===== src/mvs_pkg.sv =====
// Shared types and constants for the measured value scaler.
// Holds mode, status and register-index codes plus the config and sideband structs.
// No dependencies.
package mvs_pkg;

  localparam int SAMPLE_W = 32;
  localparam int ROOT_W   = 32;
  localparam int RAD_W    = 2 * ROOT_W;
  localparam int REM_W    = ROOT_W + 3;
  localparam int WIDE_W   = 64;

  localparam logic [1:0] MODE_PASS        = 2'd0;
  localparam logic [1:0] MODE_LINEAR      = 2'd1;
  localparam logic [1:0] MODE_GAIN_ROOT   = 2'd2;
  localparam logic [1:0] MODE_ROOT_LINEAR = 2'd3;

  localparam logic [1:0] STATUS_OK           = 2'd0;
  localparam logic [1:0] STATUS_DEADBAND     = 2'd1;
  localparam logic [1:0] STATUS_INCONSISTENT = 2'd2;
  localparam logic [1:0] STATUS_OVERFLOW     = 2'd3;

  localparam int CFG_IDX_W = 3;
  localparam logic [CFG_IDX_W-1:0] REG_MODE    = 3'd0;
  localparam logic [CFG_IDX_W-1:0] REG_GAIN    = 3'd1;
  localparam logic [CFG_IDX_W-1:0] REG_OFFSET  = 3'd2;
  localparam logic [CFG_IDX_W-1:0] REG_DB_LOW  = 3'd3;
  localparam logic [CFG_IDX_W-1:0] REG_DB_HIGH = 3'd4;

  typedef struct packed {
    logic [1:0]          mode;
    logic [SAMPLE_W-1:0] gain;
    logic [SAMPLE_W-1:0] offset;
    logic [SAMPLE_W-1:0] db_low;
    logic [SAMPLE_W-1:0] db_high;
  } mvs_cfg_t;

  // Travels alongside the root pipeline
  typedef struct packed {
    logic [SAMPLE_W-1:0] sample;
    logic [1:0]          mode;
    logic                in_band;
    logic [WIDE_W-1:0]   sum;
  } mvs_side_t;

endpackage


===== src/mvs_back.sv =====
// Back end: gain times root, offset add with rounding, range check and result select.
// Ends in the output register. Depends on mvs_pkg.
module mvs_back import mvs_pkg::*; #(
  parameter int FRACTION_BITS = 16
) (
  input  logic                clk,
  input  logic                rst,
  input  logic                ce,
  input  mvs_cfg_t            cfg,
  input  logic                in_valid,
  input  mvs_side_t           in_side,
  input  logic [ROOT_W-1:0]   in_root,
  output logic                out_valid,
  output logic [SAMPLE_W-1:0] out_scaled,
  output logic [1:0]          out_status
);

  localparam logic [WIDE_W-1:0] HALF = 64'd1 << (FRACTION_BITS - 1);

  logic                     m_valid;
  mvs_side_t                m_side;
  logic [ROOT_W-1:0]        m_root;
  logic signed [WIDE_W-1:0] m_prod;

  logic signed [WIDE_W-1:0] prod_next;
  logic signed [WIDE_W-1:0] sum2;
  logic signed [WIDE_W-1:0] val;
  logic                     arg_bad;
  logic                     fits;
  logic [SAMPLE_W-1:0]      scaled_next;
  logic [1:0]               status_next;

  always_comb begin
    prod_next = WIDE_W'($signed(cfg.gain) * $signed({1'b0, in_root}));
  end

  always_ff @(posedge clk) begin
    if (rst) begin
      m_valid   <= 1'b0;
      out_valid <= 1'b0;
    end else if (ce) begin
      m_valid   <= in_valid;
      out_valid <= m_valid;
    end
  end

  always_ff @(posedge clk) begin
    if (ce) begin
      m_side <= in_side;
      m_root <= in_root;
      m_prod <= prod_next;
    end
  end

  always_comb begin
    sum2    = m_prod + ((WIDE_W'($signed(cfg.offset)) << FRACTION_BITS) | HALF);
    arg_bad = 1'b0;
    case (m_side.mode)
      MODE_PASS: begin
        val = WIDE_W'($signed(m_side.sample));
      end
      MODE_LINEAR: begin
        val = $signed(m_side.sum) >>> FRACTION_BITS;
      end
      MODE_GAIN_ROOT: begin
        val     = sum2 >>> FRACTION_BITS;
        arg_bad = $signed(m_side.sample) <= 0;
      end
      MODE_ROOT_LINEAR: begin
        val     = {{(WIDE_W-ROOT_W){1'b0}}, m_root};
        arg_bad = $signed(m_side.sum) <= 0;
      end
      default: begin
        val = WIDE_W'($signed(m_side.sample));
      end
    endcase
    fits = (val[WIDE_W-1:SAMPLE_W-1] == '0) || (val[WIDE_W-1:SAMPLE_W-1] == '1);

    if (m_side.in_band) begin
      scaled_next = m_side.sample;
      status_next = STATUS_DEADBAND;
    end else if (arg_bad) begin
      scaled_next = '0;
      status_next = STATUS_INCONSISTENT;
    end else if (!fits) begin
      scaled_next = '0;
      status_next = STATUS_OVERFLOW;
    end else begin
      scaled_next = val[SAMPLE_W-1:0];
      status_next = STATUS_OK;
    end
  end

  always_ff @(posedge clk) begin
    if (ce) begin
      out_scaled <= scaled_next;
      out_status <= status_next;
    end
  end

endmodule

===== config.mk =====
export PLATFORM = sky130hd
export DESIGN_NAME = mvs_back
export DESIGN_NICKNAME = d
export VERILOG_FILES = /design/src/mvs_pkg.sv /design/src/mvs_back.sv
export SDC_FILE = /design/constraint.sdc
export NUM_CORES = 2
export LEC_CHECK = 0
export BUFFER_PORTS_ARGS = -buffer_cell sky130_fd_sc_hd__buf_2
export CAP_MARGIN = 0
export CORE_MARGIN = 2
export CORE_UTILIZATION = 64
export CTS_CLUSTER_DIAMETER = 30
export CTS_CLUSTER_SIZE = 24
export DETAILED_ROUTE_END_ITERATION = 12
export PLACE_DENSITY = 0.93
export SYNTH_ARGS = -nofsm -noshare
export SYNTH_HDL_FRONTEND = slang
export SYNTH_SLANG_ARGS = --single-unit

===== constraint.sdc =====
create_clock -name clk -period 9.2 [get_ports clk]
set_input_delay 0.92 -clock clk [delete_from_list [all_inputs] [get_ports clk]]
set_output_delay 0.92 -clock clk [all_outputs]
set_load 0.005 [all_outputs]

## Word level (Yosys, flattened, before mapping)

Index checks and enable logic that the tools add are counted.

- Bits of input ports: 265
- Bits in registers: 231
- Logic and storage cells: 28

- Equality and inequality tests: 4
- Reductions and logical operators: 3
- Multipliers: 1
- $lt $le $gt $ge: 2
- Multiplexer cells: 7
- Add/sub/neg operators: 1

Operators by type and width:

| kind | number |
|---|---|
| $pmux W64 S4 | 1 |
| $mux W32 | 3 |
| $add A64 B64 Y64 | 1 |
| $le A64 B1 Y1 const B | 1 |
| $mul A32 B33 Y64 | 1 |
| $eq A33 B33 Y1 const B | 1 |
| $logic_not A33 Y1 | 1 |
| $le A32 B1 Y1 const B | 1 |
| $eq A2 B2 Y1 const B | 2 |
| $mux W2 | 2 |
| $eq A2 B1 Y1 const B | 1 |
| $logic_not A2 Y1 | 1 |
| $pmux W1 S2 | 1 |
| $logic_or A1 B1 Y1 | 1 |

## Logic depth before layout (Yosys ltp)

- Depth after elaboration: 7
- Gate-level depth with buffers: 30

## Worst setup path before layout

No wires, ideal clock.

- Kind: input -> register
- From: input port cfg[127] in the netlist's numbering
- To: register m_prod[63] (data pin)
- Stages on the path: 27
- Arrival time: 8248 ps
- Slack: 688 ps
- Required time: 8935 ps
- Library setup time: 265 ps
- Path through: clkbuf_1 -> clkinv_1 -> buf_1 -> fa_1 -> inv_1 -> fa_1 -> fa_1 -> inv_1 -> fa_1 -> inv_1 -> fa_1 -> fa_1 -> fa_1 -> inv_1 -> fa_1 -> inv_1 -> ha_1 -> nand2_1 -> nor4_1 -> a221oi_1 -> o21ai_0 -> a32oi_1 -> a21oi_1 -> nor2_1 -> a2111oi_0 -> a311oi_1 -> xnor2_1

- Longest elaborated chain between the ends: 1

RTL lines:

| item | line | RTL |
|---|---|---|
| start: declaration | mvs_back.sv:9 | `input mvs_cfg_t cfg,` |
| $mul A32 B33 Y64 | mvs_back.sv:34 | `prod_next = WIDE_W'($signed(cfg.gain) * $signed({1'b0, in_root}));` |
| named net prod_next[63] | mvs_back.sv:25 | `logic signed [WIDE_W-1:0] prod_next;` |
| end signal: assignment | mvs_back.sv:51 | `m_prod <= prod_next;` |
| end: declaration | mvs_back.sv:23 | `logic signed [WIDE_W-1:0] m_prod;` |

The timed path passes the listed nets, and every way through them passes these cells.
A chain may end at the register's enable or synchronous reset.

## Worst setup path in the final report

- From: input port cfg[103] in the netlist's numbering
- To: register m_prod[33] (data pin)

Same word-level chain as after synthesis.

==> impl_metrics.csv <==
group,metric,value,unit
status,status,"complete, no violations",
grt,grt_pass1_vias,37800,
sta,slew-limit-headroom,11.6,%
setup_path,crit_fanout,32,
die,die_w,267,um
die,io_pins,300,
sta,tns,0,ns
min_path,hp-class,"reg2reg",
clock_network,cts-hold-fix-buffers,0,
setup_path,start_kind,"input pin",
grt,grt-busiest-layer,"met2",
synth,seq_area_frac_synth,14.6,%
clock_network,cts-resized-gates,0,
sta,final.min_clock_period,8.76,ns
route,drc,0,
die,start_util,64.6,%
grt,grt_max_degree,129,
clock_network,ctsRootBufferMaster,"clkbuf_16",
grt,grt-ovfl-total,0,
synth,synth_nets,5994,
synth,syn_area,44200,sq um
clock_network,clock_path_buffers,3,
die,die_h,267,um
setup_path,critical_path_class,"in2reg",
cells_and_area,ff_latch_area,6470,sq um
clock_network,post-cts-setup-buffers,0,
clock_network,cts_tree,"yes",
synth,ys_async_sr_fraction,0,%
route,detail-route-antenna-nets,0,
setup_path,arrival,9.04,ns
cells_and_area,fin_util,68.9,%
cells_and_area,multi_input_area,33400,sq um
clock_network,ctsHtreeMaxLevel,1,
grt,antenna_found_initial,11,
sta,rsz0062_at_grt,"no",
run,maxCapViolations,0,
clock_network,clk_pin_slew,0.06,ns
grt,grtUsageMet1,45.2,%
sta,final_hold_viol_count,0,
grt,met2_usage,59.4,%
sta,worstMarginPinSlew,1.31,ns
die,core.rowCount,96,
clock_network,cts.sinks,216,
sta,finalClockSkew,0.0136,ns
synth,yosysWarnings,0,
place,hpwl,102,mm
place,gp_congestion,1.08,
clock_network,clk_latency,0.55,ns
synth,syn_area_per_cell,9.83,sq um
sta,max_freq,0.114,GHz
synth,synth_ff_type,"edfxtp_1",
synth,synth-edff-count,214,
cells_and_area,nets,6092,
sta,final.period_utilization,95.2,%
route,viasPerCell,6.29,
grt,grt_pass1_wl,202,mm
cells_and_area,syn_to_final_growth,6.68,%
sta,drv_slew,0,
sta,setup_violations,0,
route,wl_per_cell,23.4,um
die,fp.coreArea,68500,sq um
grt,use_met3,9.42,%
synth,synth_cell_types,83,
route,drt_iter0_markers,4278,
place,io_buffers,233,
setup_path,end_kind,"flip-flop",
synth,synthCells,4498,
cells_and_area,drive_gt1_share,8.67,%
grt,track_usage,36.9,%
route,dr.pass1.iters,8,
route,vias,34600,
clock_network,numCtsBuffers,27,
synth,synth-seq-cells,216,
cells_and_area,n_fill_cell,4447,
setup_path,cp.required,9.48,ns
die,dieArea,71200,sq um
route,drt-total-wl,129,mm
[synth_stat cells, types with 12 or more instances]
cell type  count  area share [%]
and2_1       601             8.5
mux4_2        23             1.2
nor3_1        21            0.24
fa_1         897              41
nor2b_1       13            0.18
edfxtp_1     214              15
xor2_1        28            0.55
o21a_1        14            0.24
a21o_1        30            0.51
nand4_1       39            0.55
buf_2         17            0.19
ha_1         334             9.5
o21bai_1      19            0.32
xnor2_1       56             1.1
inv_1        893             7.6
nor2_1       106            0.90
o21ai_0       69            0.78
nand2b_1      24            0.34
nand2_1      491             4.2
a21oi_1      126             1.4
and3_1        12            0.17
a211oi_1      22            0.37
clkbuf_1     215             1.8
nor4_1        29            0.41
nand3_1       25            0.28
a32o_1        19            0.43
[logic make-up (layout without fill, tap and decap cells)]
logic type                 count (synthesis)  count (layout)  synth area share [%]
muxes                                     34              34                  1.43
adders and majority gates               1231            1231                  50.1
other                                      0               5                     0
xor gates and xnor gates                  84              84                  1.66
buffers and inverters                   1137            1255                  9.74
DFF                                      216             216                  14.6
and+or+nand+nor                         1391            1391                  16.3
AOI/OAI and AO/OA                        405             405                  6.19
[area by class of cell]
type / instances / share of cell area (%)
Clock inverter: 18 / 0.541
Inverter: 895 / 7.12
Antenna cell: 5 / 0.0265
Sequential cell: 216 / 13.7
Timing Repair Buffer: 311 / 3.86
Clock buffer: 31 / 1.49
Tap cell: 882 / 2.34
Multi-Input combinational cell: 3145 / 70.9
[layout by cell type (no fill, tap or decap), drive strengths merged, types with 8 or more instances in the layout]
cell	synthesis	final
a211oi	23	23
nand4	39	39
a31oi	11	11
inv	893	898
o31ai	8	8
nand3	26	26
a21o	31	31
clkinv	2	12
clkbuf	215	32
o21bai	19	19
buf	27	310
nor3	21	21
nor4	30	30
a2111oi	8	8
a21oi	126	126
and3	13	13
nor2	106	106
nand2	491	491
mux4	23	23
fa	897	897
and2	602	602
ha	334	334
o21ai	69	69
mux2i	8	8
o211ai	10	10
xnor2	56	56
nor2b	13	13
edfxtp	214	214
a32o	19	19
o21a	14	14
nand2b	24	24
xor2	28	28
a21boi	9	9
[state kept, by name, summed over array words and instances (netlist names)]
name	cells
out_valid	1
m_valid	1
m_prod	49
out_scaled	32
m_side	99
m_root	32
out_status	2
[routing by layer]
metal	share of wire, %	routed length [um]	up-vias
met5	0.040	51	-
met4	7.3	9410	8
met3	13	17000	760
met2	46	59300	2837
met1	33	43100	16900
li1	-	-	14100
[per-stage QoR]
step           instance area [sq um]  cells  hold slack (ns)  worst slack (ns)
3_3_place_gp                   46200   5449            0.475             0.245
4_1_cts                        47100   5498            0.520             0.579
2_1_floorplan                  44200   4498            0.460             0.688
5_1_grt                        47200   5501            0.534             0.157
3_5_place_dp                   46200   5449            0.507            0.0609
6_report                       47200   5503            0.514             0.437
[worst max-delay path: stages]
cell,delay (ns)
buf_2,0.51
and2_1,0.25
fa_1,0.46
fa_1,0.52
fa_1,0.53
inv_1,0.06
fa_1,0.48
inv_1,0.06
fa_1,0.52
inv_1,0.07
fa_1,0.54
inv_1,0.05
fa_1,0.47
inv_1,0.05
fa_1,0.47
inv_1,0.04
ha_1,0.35
nand2_1,0.07
o21ai_0,0.22
a21oi_1,0.12
o21ai_0,0.63
nor2_1,0.16
o21ai_0,0.36
a31oi_1,0.25
o21bai_1,0.39
a21o_1,0.20
a21oi_1,0.08
xnor2_1,0.16
[final timing paths]
check / startpoint / end / slack (ns) / cells after the start
setup / recovery: cfg[103] / m_prod[33]$_DFFE_PP_ / 0.44 / 28
hold / removal: m_valid$_SDFFE_PP0P_ / out_valid$_SDFFE_PP0P_ / 0.51 / 2
setup reg to reg: m_prod[15]$_DFFE_PP_ / out_scaled[11]$_DFFE_PP_ / 3.75 / 12
hold reg to reg: m_valid$_SDFFE_PP0P_ / out_valid$_SDFFE_PP0P_ / 0.51 / 2
Power is not shown: default switching activity piles up to over one toggle a cycle in this logic, so the estimate is an artifact.
