## src/mvs_pkg.sv

```systemverilog
// Shared types and constants for the measured value scaler.
// Holds mode, status and register-index codes plus the config and sideband structs.
// No dependencies.
package mvs_pkg;

  localparam int SAMPLE_W = 32;
  localparam int ROOT_W   = 32;
  localparam int RAD_W    = 2 * ROOT_W;
  localparam int REM_W    = ROOT_W + 3;
  localparam int WIDE_W   = 64;

  localparam logic [1:0] MODE_PASS        = 2'd0;
  localparam logic [1:0] MODE_LINEAR      = 2'd1;
  localparam logic [1:0] MODE_GAIN_ROOT   = 2'd2;
  localparam logic [1:0] MODE_ROOT_LINEAR = 2'd3;

  localparam logic [1:0] STATUS_OK           = 2'd0;
  localparam logic [1:0] STATUS_DEADBAND     = 2'd1;
  localparam logic [1:0] STATUS_INCONSISTENT = 2'd2;
  localparam logic [1:0] STATUS_OVERFLOW     = 2'd3;

  localparam int CFG_IDX_W = 3;
  localparam logic [CFG_IDX_W-1:0] REG_MODE    = 3'd0;
  localparam logic [CFG_IDX_W-1:0] REG_GAIN    = 3'd1;
  localparam logic [CFG_IDX_W-1:0] REG_OFFSET  = 3'd2;
  localparam logic [CFG_IDX_W-1:0] REG_DB_LOW  = 3'd3;
  localparam logic [CFG_IDX_W-1:0] REG_DB_HIGH = 3'd4;

  typedef struct packed {
    logic [1:0]          mode;
    logic [SAMPLE_W-1:0] gain;
    logic [SAMPLE_W-1:0] offset;
    logic [SAMPLE_W-1:0] db_low;
    logic [SAMPLE_W-1:0] db_high;
  } mvs_cfg_t;

  // Travels alongside the root pipeline
  typedef struct packed {
    logic [SAMPLE_W-1:0] sample;
    logic [1:0]          mode;
    logic                in_band;
    logic [WIDE_W-1:0]   sum;
  } mvs_side_t;

endpackage

```

## src/mvs_front.sv

```systemverilog
// Front end: sample capture, deadband compare and gain product, then offset add.
// Builds the radicand for the root pipeline. Depends on mvs_pkg.
module mvs_front import mvs_pkg::*; #(
  parameter int FRACTION_BITS = 16
) (
  input  logic                clk,
  input  logic                rst,
  input  logic                ce,
  input  mvs_cfg_t            cfg,
  input  logic                in_valid,
  input  logic [SAMPLE_W-1:0] in_sample,
  output logic                out_valid,
  output mvs_side_t           out_side,
  output logic [RAD_W-1:0]    out_rad
);

  localparam logic [WIDE_W-1:0] HALF = 64'd1 << (FRACTION_BITS - 1);

  logic                       s1_valid;
  logic [SAMPLE_W-1:0]        s1_sample;

  logic                       s2_valid;
  logic [SAMPLE_W-1:0]        s2_sample;
  logic [1:0]                 s2_mode;
  logic                       s2_inside;
  logic signed [WIDE_W-1:0]   s2_prod;

  logic signed [WIDE_W-1:0]   prod_next;
  logic                       inside_next;
  logic [WIDE_W-1:0]          addend;
  logic [WIDE_W-1:0]          sum_next;
  logic [RAD_W-1:0]           rad_next;

  always_ff @(posedge clk) begin
    if (rst) begin
      s1_valid  <= 1'b0;
      s2_valid  <= 1'b0;
      out_valid <= 1'b0;
    end else if (ce) begin
      s1_valid  <= in_valid;
      s2_valid  <= s1_valid;
      out_valid <= s2_valid;
    end
  end

  always_comb begin
    prod_next   = $signed(cfg.gain) * $signed(s1_sample);
    inside_next = ($signed(s1_sample) > $signed(cfg.db_low)) &&
                  ($signed(s1_sample) < $signed(cfg.db_high));
  end

  // Offset moved up to the product scale; in linear mode the rounding half sits below it
  always_comb begin
    addend = WIDE_W'($signed(cfg.offset)) << FRACTION_BITS;
    if (s2_mode == MODE_LINEAR) begin
      addend = addend | HALF;
    end
    sum_next = s2_prod + addend;
    if (s2_mode == MODE_GAIN_ROOT) begin
      rad_next = {{(RAD_W-SAMPLE_W){1'b0}}, s2_sample} << FRACTION_BITS;
    end else begin
      rad_next = sum_next;
    end
  end

  always_ff @(posedge clk) begin
    if (ce) begin
      s1_sample        <= in_sample;
      s2_sample        <= s1_sample;
      s2_mode          <= cfg.mode;
      s2_inside        <= inside_next;
      s2_prod          <= prod_next;
      out_side.sample  <= s2_sample;
      out_side.mode    <= s2_mode;
      out_side.in_band <= s2_inside;
      out_side.sum     <= sum_next;
      out_rad          <= rad_next;
    end
  end

endmodule

```

## config.mk

```make
export PLATFORM = sky130hd
export DESIGN_NAME = mvs_front
export DESIGN_NICKNAME = d
export VERILOG_FILES = /design/src/mvs_pkg.sv /design/src/mvs_front.sv
export SDC_FILE = /design/constraint.sdc
export NUM_CORES = 2
export LEC_CHECK = 0
export BUFFER_PORTS_ARGS = -buffer_cell sky130_fd_sc_hd__clkbuf_2
export CORE_ASPECT_RATIO = 1.25
export CORE_UTILIZATION = 67
export DETAILED_ROUTE_END_ITERATION = 12
export PLACE_DENSITY = 0.87
export SETUP_SLACK_MARGIN = 0.3
export SYNTH_ARGS = -nofsm -noshare
export SYNTH_HDL_FRONTEND = slang
export SYNTH_SLANG_ARGS = --single-unit
export TNS_END_PERCENT = 30
```

## constraint.sdc

```tcl
create_clock -name clk -period 13.47 [get_ports clk]
set_input_delay 1.347 -clock clk [delete_from_list [all_inputs] [get_ports clk]]
set_output_delay 1.347 -clock clk [all_outputs]
set_load 0.01 [all_outputs]
```

## Word level (Yosys, flattened, before mapping)

Index checks and enable logic that the tools add are counted.
Widths: inputs -> output; s select.

| storage, ports and cells | value |
|---|---|
| output and inout bits | 164 |
| bits of input ports | 166 |
| logic and storage cells | 23 |
| register bits | 297 |

| cells by class | value |
|---|---|
| $lt $le $gt $ge | 2 |
| add/sub/neg operators | 1 |
| multiply operators | 1 |
| equality and inequality tests | 2 |
| reductions and logical operators | 1 |
| mux-type cells | 2 |

Operators by type and width:

| cell | count |
|---|---|
| $add 64x64->64 | 1 |
| $mul 32x32->64 | 1 |
| $mux 48 | 1 |
| $gt 32x32->1 | 1 |
| $lt 32x32->1 | 1 |
| $mux 16 | 1 |
| $eq 2x1->1 const B | 1 |
| $eq 2x2->1 const B | 1 |
| $logic_and 1x1->1 | 1 |

## Longest topological paths before layout

| depth | value |
|---|---|
| depth after elaboration | 4 |
| depth in mapped cells | 29 |
| gate-level depth less buffers | 27 |

## Least setup slack after synthesis

No wires, ideal clock.

| timing | value |
|---|---|
| kind | input to register |
| from | input port cfg[127] in the netlist's numbering |
| to | register s2_prod[61], data pin |
| setup slack | 4.461 ns |
| data required time | 13.212 ns |
| buffers on the path | 1 |
| library setup time | 0.258 ns |
| data arrival time | 8.751 ns |
| stages | 27 |
| cells stage by stage | clkbuf_1 nand2_1 inv_1 fa_1 inv_1 fa_1 inv_1 fa_1 fa_1 inv_1 fa_1 inv_1 fa_1 fa_1 inv_1 fa_1 inv_1 ha_1 a21o_1 a21o_1 a221o_1 o21bai_1 a311oi_1 o21ai_1 a211o_1 a21oi_1 xnor2_1 |

| between the ends | value |
|---|---|
| cells in the longest elaborated chain, start to end | 1 |

RTL lines:

| what | line | source |
|---|---|---|
| start, declared | mvs_front.sv:9 | `input mvs_cfg_t cfg,` |
| $mul 32x32->64 | mvs_front.sv:47 | `prod_next = $signed(cfg.gain) * $signed(s1_sample);` |
| named net prod_next[61] | mvs_front.sv:28 | `logic signed [WIDE_W-1:0] prod_next;` |
| end signal, assigned | mvs_front.sv:72 | `s2_prod <= prod_next;` |
| end, declared | mvs_front.sv:26 | `logic signed [WIDE_W-1:0] s2_prod;` |

The timed path passes the listed nets, and every way through them passes these cells.
A chain may end at the register's enable or synchronous reset.

## Worst setup path in the final report

Ends and elaborated chain as after synthesis.

==> key figures <==
Hold path
  • Hold Path Class: flip-flop to flip-flop
  • Min-Delay Path Depth: 0

Routing
  • Final WL: about 140,000 µm
  • Initial DRC count: 3,166
  • Drt wl/cell: 23.2 µm
  • DR DRC count: 0
  • DR vias: 36,800
  • Antenna Nets Post-Route: 0
  • DR pass1 iterations: 6
  • Drt via density: 6.05

Setup path
  • Worst Reg-to-Reg Cells: 27
  • CP Buf/Inv Count: 8
  • Worst path most repeated cell: fa_1
  • Arr. time, crit path: 9930 ps
  • Worst setup SP type: input port
  • Worst path depth: 27
  • CP top delay family: adder cells
  • Slowest CP cell: fa_1
  • Max incr delay on CP: 860 ps
  • CP max FO: 32
  • Worst EP required: 13,780 ps
  • Worst Path Class, Setup: input port to flip-flop
  • Endpoint type of the worst setup path: flip-flop
  • Reg2reg setup slack: approximately 4300 ps

Clock tree
  • Clock transition at path regs: approximately 70 ps
  • CTS tree: yes
  • Latest clock arrival within the worst-skew pair: ~570 ps
  • H-tree depth: 1
  • Root buffer cell: clkbuf_16
  • CTS sink cnt: around 300
  • Post-CTS Hold Buffers: 0
  • # resized after CTS: 0
  • Clock tree buffer depth: 3
  • Setup bufs post-CTS: 0
  • Inserted Clock Buffers: 28

Yosys
  • Compound-Gate Fraction of Synth Area: 5.30%
  • Synth top area share: 43.3%
  • YS warnings: 0
  • Mapped Nets: roughly 6,500
  • Main synth FF type: edfxtp_1
  • Largest family of logic cells by synthesized area: adder cells
  • EDFF count, synth: 294
  • Yosys top cell by area: fa_1
  • Syn avg cell area: 10.1 µm²
  • Post-synthesis mux area share: less than 1%
  • Leading post-synthesis cells by cell area: fa_1 43%, edfxtp_1 18%, inv_1 7.8%, ha_1 7.4%, and2_1 6.7%
  • Yosys cell types: 68
  • Mapped cell area: 50,000 µm²
  • Synth Instances: ~5,000
  • Synth Area in Adders: between 50 and 60%
  • Synth Area in XOR/XNOR: 2.08%
  • Async set-reset flop share out of synthesis: 0%
  • Synth Area in Simple Gates: between 10 and 15%
  • #FFs+latches synth: approximately 300
  • Sequential element share of the synthesized area: around 18%

Floorplan
  • Core area: 73,600 µm²
  • Number of top-level pins: 330
  • Die W: ~250 µm
  • Die area: approximately 76,000 µm²
  • Starting Density: approximately 68%
  • Die height: 307 µm
  • Row count: roughly 110

Global routing
  • Initial antenna violation count: 11
  • Global-route wire length before repair: 221,000 µm
  • Vias in the first global route: approximately 41,000
  • Total Routing Usage GR: between 30% and 40%
  • GR Overflow Total: 0
  • Pin count of the biggest net entering global routing: ~180

Place
  • Detailed placer's ending HPWL: 105,000 µm
  • Port Buffer Count: between 300 and 400
  • Routability cong.: roughly 0.95
  • Placed Instances: approximately 6,000
  • Setup WS pre-CTS: between 3000 and 4000 ps

Timing
  • Setup TNS: 0 ps
  • Fmax: a little over 100 MHz
  • Slew Viols, Final: 0
  • Tcrit/Tclk final: 71.5%
  • Final hold violation count: 0
  • Least-Margin Pin Slew: between 1000 and 1500 ps
  • Unrepaired setup endpoints after global routing: no
  • Rel. slew slack: 30.0%
  • Min cycle time layout: 9620 ps
  • Final worst slack: between 3000 and 4000 ps
  • Layout Skew: between 15 and 20 ps
  • Final Setup Violations: 0

Cells and area
  • Share of cells above drive strength 1: under 10%
  • Area grow syn2layout: 6.44%
  • Layout Cells excl Fill: 6,084
  • # fillers: just over 5,000
  • Nets: 6,644

Run
  • Max-cap violations: 0

Run status
  • Outcome: completed
[sequential cells by signal, indices dropped and copies added, names as in the netlist, 2 cells and up]
register and cells:
s2_prod 64, s2_mode 2, s2_sample 32, out_side 99, s1_sample 32, out_rad 64
[cell usage after synthesis, types with 7 or more instances]
master	instances
nor4_1	7
o21a_1	7
a21o_1	84
nor3_1	15
ha_1	295
mux2_2	9
a211oi_1	15
xor2_1	33
inv_1	1045
and3_1	15
a21oi_1	132
o31ai_1	8
nand4_1	35
nor2b_1	17
o21bai_1	24
mux2i_1	10
o21ai_1	8
clkbuf_1	226
nand2b_1	24
a31oi_1	12
nand2_1	642
nand3_1	26
and2_1	535
o21ai_0	58
nor2_1	96
fa_1	1083
xnor2_1	86
edfxtp_1	294
o211ai_1	9
[final cells by class]
type                            count  area [µm²]  area share, %
Antenna cell                        5        12.5         0.0235
Clock buffer                       34         744           1.40
Timing Repair Buffer              370        1980           3.71
Multi-Input combinational cell   3357       36300           68.3
Tap cell                          960        1200           2.26
Inverter                         1046        3930           7.37
Sequential cell                   297        8890           16.7
Clock inverter                     15         151          0.284
[layout by cell type, fill, tap and decap left out, types with 4 or more instances in the layout]
master | synthesis | routed
a211o_1 | 4 | 4
a211oi_1 | 15 | 15
a21o_1 | 84 | 84
a21oi_1 | 132 | 132
a31oi_1 | 12 | 12
a41o_1 | 5 | 5
and2_1 | 535 | 535
and3_1 | 15 | 15
buf_4 | 0 | 40
clkbuf_1 | 226 | 5
clkbuf_16 | 0 | 29
clkbuf_2 | 0 | 328
clkinv_1 | 1 | 4
clkinv_2 | 0 | 7
diode_2 | 0 | 5
edfxtp_1 | 294 | 294
fa_1 | 1083 | 1083
ha_1 | 295 | 295
inv_1 | 1045 | 1045
mux2_2 | 9 | 9
mux2i_1 | 10 | 10
nand2_1 | 642 | 642
nand2b_1 | 24 | 23
nand3_1 | 26 | 26
nand4_1 | 35 | 35
nor2_1 | 96 | 96
nor2b_1 | 17 | 16
nor3_1 | 15 | 15
nor4_1 | 7 | 7
o2111ai_1 | 5 | 5
o211ai_1 | 9 | 9
o21a_1 | 7 | 7
o21ai_0 | 58 | 58
o21ai_1 | 8 | 8
o21bai_1 | 24 | 24
o22ai_1 | 5 | 5
o31ai_1 | 8 | 8
xnor2_1 | 86 | 86
xor2_1 | 33 | 33
[worst paths after layout]
| check | start | end |
|---|---|---|
| max | cfg[127] | s2_prod[61] |
| min | s2_prod[10] | out_side[10] |
| max reg2reg | s1_sample[6] | s2_prod[61] |
| min reg2reg | s2_prod[10] | out_side[10] |
[cell families (layout without fill, tap and decap cells)]
| logic type | after synthesis | after routing |
|---|---|---|
| and+or+nand+nor | 1430 | 1430 |
| muxes | 19 | 19 |
| buffers and inverters | 1277 | 1465 |
| AOI/OAI and AO/OA | 411 | 411 |
| DFF | 297 | 297 |
| other | 0 | 5 |
| adders and majority gates | 1378 | 1378 |
| xor gates and xnor gates | 119 | 119 |
[through the flow]
| stage | util, % | hold slack, ps | area, µm² |
|---|---|---|---|
| after floorplan | - | 400 | 50000 |
| after global placement | 71.1 | 404 | 52300 |
| after detailed placement | 71.1 | 425 | 52300 |
| after CTS | 72.3 | 443 | 53200 |
| after global routing | 72.3 | 454 | 53200 |
| final | 72.3 | 441 | 53200 |
[routing by layer]
metal / global-route usage (%) / part of all wire [%]
met5: 0 / 0
met3: 7.65 / 9.9
met1: 41.9 / 31
met2: 65.9 / 49
met4: 34.1 / 11
Power is left out: the tool's default activity adds up to more than one toggle a clock period on the data nets, which glitch-free logic cannot reach.
